[src/hdl/hip_pkg.sv]
// shared constants, coefficient table and types for the heat index polynomial pipeline
package hip_pkg;

   // fixed-point formats
   localparam int FRAC_BITS = 8;                     // fraction bits of samples and result
   localparam int CFRAC     = 44;                    // fraction bits of the coefficients
   localparam int T_W       = 17;                    // temperature width, signed
   localparam int RH_W      = 15;                    // humidity width, unsigned
   localparam int OUT_W     = 24;                    // heat index width, signed
   localparam int X_W       = 17;                    // multiplier operand width, signed

   // accumulator and Horner product split
   localparam int ACC_W     = 64;
   localparam int MAG_W     = ACC_W - 1;             // magnitude of the accumulator
   localparam int LO_W      = 32;
   localparam int HI_W      = MAG_W - LO_W;
   localparam int PL_W      = LO_W + X_W;
   localparam int PH_W      = HI_W + X_W;
   localparam int SH_P      = LO_W - FRAC_BITS;      // left shift of the high partial product
   localparam int CAP_B     = MAG_W - 1 - SH_P;      // high partial bits at or above this cap
   localparam int LS_W      = PL_W + 1;              // low partial plus rounding half

   // final conversion
   localparam int ROUND_SH  = CFRAC - FRAC_BITS;
   localparam int RM_W      = MAG_W - ROUND_SH;
   localparam int OUT_MAX   = (1 << (OUT_W - 1)) - 1;
   localparam int OUT_MIN_M = 1 << (OUT_W - 1);      // magnitude of the most negative result

   typedef logic signed [ACC_W-1:0] acc_type;

   // enables of the two register stages of one Horner step
   typedef struct packed {
      logic p;
      logic s;
   } step_en_type;

   // coefficient of t^i * rh^j at [i][j], Q44
   localparam acc_type COEF [4][4] = '{
      '{ 64'sd297712564429652, 64'sd94635581529192, 64'sd128229092234, 64'sd512958238 },
      '{ 64'sd3258283961658, -64'sd1763687019697, -64'sd14337121453, 64'sd3474158 },
      '{ 64'sd165664736371, 64'sd6075848479, 64'sd179619738, 64'sd14835 },
      '{ -64'sd679867622, 64'sd25107744, -64'sd384264, -64'sd848 }
   };

endpackage

[src/hdl/hip_step.sv]
// one Horner step y = c + round(a * x / 2^FRAC_BITS), two register stages
module hip_step import hip_pkg::*; (
   input  logic               clock,
   input  step_en_type        en,
   input  acc_type            a,
   input  acc_type            c,
   input  logic signed [X_W-1:0] x,
   output acc_type            y
);

   logic [ACC_W-1:0] a_abs;
   logic [MAG_W-1:0] a_mag;
   logic [X_W-1:0]   x_mag;
   logic [PL_W-1:0]  p_lo_in, p_lo_ff;
   logic [PH_W-1:0]  p_hi_in, p_hi_ff;
   logic             neg_in, neg_ff;
   acc_type          c_ff;

   logic             cap;
   logic [LS_W-1:0]  lo_sum;
   logic [MAG_W-1:0] q_sum, q_cap;
   acc_type          prod;
   acc_type          y_in, y_ff;

   localparam logic [MAG_W-1:0] CAP_VAL = MAG_W'(1) << (MAG_W - 1);
   localparam logic [LS_W-1:0]  HALF    = LS_W'(1) << (FRAC_BITS - 1);

   // partial products on magnitudes
   always_comb begin
      a_abs   = a[ACC_W-1] ? -a : a;
      a_mag   = a_abs[MAG_W-1:0];
      x_mag   = x[X_W-1] ? X_W'(-x) : X_W'(x);
      neg_in  = a[ACC_W-1] ^ x[X_W-1];
      p_lo_in = PL_W'(a_mag[LO_W-1:0]) * PL_W'(x_mag);
      p_hi_in = PH_W'(a_mag[MAG_W-1:LO_W]) * PH_W'(x_mag);
   end

   always_ff @(posedge clock) begin
      if (en.p) begin
         p_lo_ff <= p_lo_in;
         p_hi_ff <= p_hi_in;
         neg_ff  <= neg_in;
         c_ff    <= c;
      end
   end

   // recombine, round, cap, restore sign and add the coefficient
   always_comb begin
      cap    = |p_hi_ff[PH_W-1:CAP_B];
      lo_sum = {1'b0, p_lo_ff} + HALF;
      q_sum  = MAG_W'({p_hi_ff[CAP_B-1:0], {SH_P{1'b0}}}) + MAG_W'(lo_sum >> FRAC_BITS);
      q_cap  = (cap || (q_sum > CAP_VAL)) ? CAP_VAL : q_sum;
      prod   = neg_ff ? -acc_type'({1'b0, q_cap}) : acc_type'({1'b0, q_cap});
      y_in   = c_ff + prod;
   end

   always_ff @(posedge clock) begin
      if (en.s) begin
         y_ff <= y_in;
      end
   end

   assign y = y_ff;

endmodule

[config.mk]
export PLATFORM = sky130hd
export DESIGN_NAME = hip_step
export DESIGN_NICKNAME = d
export VERILOG_FILES = /design/src/hdl/hip_pkg.sv /design/src/hdl/hip_step.sv
export SDC_FILE = /design/constraint.sdc
export NUM_CORES = 2
export LEC_CHECK = 0
export BUFFER_PORTS_ARGS = -buffer_cell sky130_fd_sc_hd__buf_2
export CORE_MARGIN = 1.5
export CORE_UTILIZATION = 60
export DETAILED_ROUTE_END_ITERATION = 7
export GPL_ROUTABILITY_DRIVEN = 1
export GPL_TIMING_DRIVEN = 0
export HOLD_SLACK_MARGIN = 0.08
export PLACE_DENSITY = 0.75
export SLEW_MARGIN = 0
export SYNTH_ARGS = -nofsm -noshare
export SYNTH_HDL_FRONTEND = slang
export SYNTH_SLANG_ARGS = --single-unit
[constraint.sdc]
create_clock -name clock -period 28.1 [get_ports clock]
set_clock_uncertainty 0.2 [all_clocks]
set_input_delay 5.62 -clock clock [delete_from_list [all_inputs] [get_ports clock]]
set_output_delay 5.62 -clock clock [all_outputs]
set_load 0.1 [all_outputs]
==> reports/qor.txt <==
final global-route overflow total -> 0
Core ar. -> 79400 sq um
vias per cell -> 5.91
Layout Nets -> 7029
Syn Nets -> 6788
Synth Register Bits -> 219
top cell type's share of synthesized area -> 36.5%
clock-pin slew on the worst setup and hold paths -> 0.06 ns
Seq/Total Area, Yosys -> 13.6%
cell taking the most area after synthesis -> fa_1
CP delay by family, top -> simple AND/OR/NAND/NOR gates
measured slew at the worst slew-check pin -> 1.55 ns
CTS max path bufs -> 3
filler instances -> 6848
DRC -> 0
Hold-fix buffers, CTS -> 0
I/O pin cnt -> 212
port bufs -> 209
count leader, synth -> nand2_1
Crit. End Element -> flop
CTS H-Tree Depth -> 1
largest net degree at the start of global routing -> 95
antenna violations before repair -> 8
Hold EP -> y[0]
final instance area -> 51700 sq um
cells taking the most area after synthesis -> fa_1 (37%), edfxtp_1 (14%), ha_1 (8.5%)
worst hold path class -> flop to flop
outcome -> finished with violations
post-synthesis cell count -> 5428
Register-to-Register Setup Slack -> 14.02 ns
WS Path Type -> primary input to flop
DP Cell Count -> 6691
WL per Instance -> 22.9 um
Slowest-stage cell, CP -> o311ai_1
first-pass GRT wire length -> 236000 um
initial core utilization -> 61.0%
Highest Clock Rate -> 0.0543 GHz
failing checks -> max-capacitance violations, max-slew violations
Reg2Reg Depth -> 44
register area -> 6580 sq um
Critical Path AT -> 18.53 ns
Tot GR Track Use -> 38.3%
Critical Path Start -> a[0]
drt pass-1 iters -> 6
R2R Path Start -> p_lo_ff[7]
Synth Cell Area -> 48400 sq um
Primary FF master, synth -> edfxtp_1
Placed Area -> 50900 sq um
CTS Buf Count -> 26
post-CTS setup buffers -> 0
DR iter-0 viols -> 3461
RSZ-0062 raised after global routing -> no
area grow syn2layout -> 6.79%
Final period util -> 65.6%
worst hold start -> c_ff[0]
CP Buf/Inv Count -> 8
full die area -> 82400 sq um
row count -> 103
Vias -> 39.8k
Largest stage delay, worst path -> 0.94 ns
Root Driver -> clkbuf_16
CTS tree -> done
Relative slew margins -> -4.22%
EDFF count, synth -> 219
layout cells sized above 1 -> 5.31%
most frequent CP cell -> fa_1
max-slew violations -> 19
Finished Layout Cells -> 6742
GPL Wtd Cong -> 0.999
startpoint types -> primary input
WL final -> 155000 um
Final TNS setup -> 0 ns
Die Y -> 287 um
PostCTS Resize Cnt -> 0
Synth top cells by count -> nand2_1 (943), inv_1 (923), fa_1 (883), nor2_1 (376), ha_1 (329)
final hold vios -> 0
# setup viols final -> 0
remaining antenna violation count -> 0
Mapped Avg Cell Area -> 8.92 sq um
Worst EP required -> 28.21 ns
crit path time final -> 18.43 ns
Cell variety after synth -> 84
area of the multi-input gates -> 37500 sq um
fraction of registers with async set/reset -> 0%
Hold Path Stages -> 1
Worst R2R End -> y[58]
max cap viols -> 2
die width -> 287 um
Yosys warning count -> 0
HPWL after detailed placement -> 127000 um
clk sink count -> 219
hold slack -> 0.366 ns
Max FO, Critical Path -> 10
worst-skew pair later-pin latency -> 0.58 ns
vias in the first global route -> 40.9k
-- worst register-to-register path: cells and delay by family (launching register included) --
family	cells	cell delay (ns)
DFF	1	0.42
adders and majority gates	4	1.05
AOI/OAI and AO/OA	14	4.18
buffers and inverters	8	3.21
xor gates and xnor gates	2	0.38
and+or+nand+nor	16	4.43
-- worst max path at each step --
stage / endpoint / slack, ns / depth (start not counted)
6_report: p_hi_ff[46] / 9.67 / 38
5_1_grt: p_hi_ff[46] / 9.34 / 38
4_1_cts: p_hi_ff[46] / 10.01 / 38
3_5_place_dp: p_hi_ff[47] / 9.42 / 38
3_3_place_gp: p_hi_ff[46] / 9.11 / 38
2_1_floorplan: p_hi_ff[46] / 12.91 / 35
-- state kept, by name (all words and copies together) (netlist names) --
register / cells
y: 64
neg_ff: 1
p_lo_ff: 42
c_ff: 64
p_hi_ff: 48
-- stage by stage --
step	setup slack, ns	util, %
5_1_grt	9.34	65.1
2_1_floorplan	12.91	-
4_1_cts	10.01	65.1
3_5_place_dp	9.42	64.1
6_report	9.67	65.1
3_3_place_gp	9.11	64.0
-- cell families after synthesis --
family | synth area share (%)
AND/OR/NAND/NOR | 17.0
AO/OA/AOI/OAI | 8.60
flip-flops | 13.6
multiplexers | 0.196
buffers and inverters | 8.94
XOR/XNOR | 6.67
adder cells (fa/ha/maj) | 45.0
-- placed cells by master (no fill, tap or decap), drive strengths merged, types with 154 or more instances in the layout --
cell type,count
a21oi,154
buf,227
clkbuf,240
edfxtp,219
fa,883
ha,329
inv,926
nand2,943
nor2,376
xnor2,240
-- area by class of cell --
| type | count | area share [%] |
|---|---|---|
| repair buffers | 213 | 2.14 |
| diodes | 4 | 0.0194 |
| clock inverters | 17 | 0.290 |
| flip-flops and latches | 219 | 12.7 |
| inverters | 926 | 6.72 |
| multi-input cells | 4059 | 72.6 |
| clock buffers | 30 | 1.33 |
| plain buffers | 224 | 1.65 |
| well taps | 1050 | 2.54 |
-- layer usage --
layer  up-vias  track usage (%)  part of all wire (%)
li1      17600                -                     -
met1     19500             48.8                    38
met2      2181             58.7                    43
met3       536             11.1                    12
met4        10             21.6                   6.8
met5         -                0                 0.043
Power is left out: the tool's default activity adds up to more than one toggle a clock period on the data nets, which glitch-free logic cannot reach.
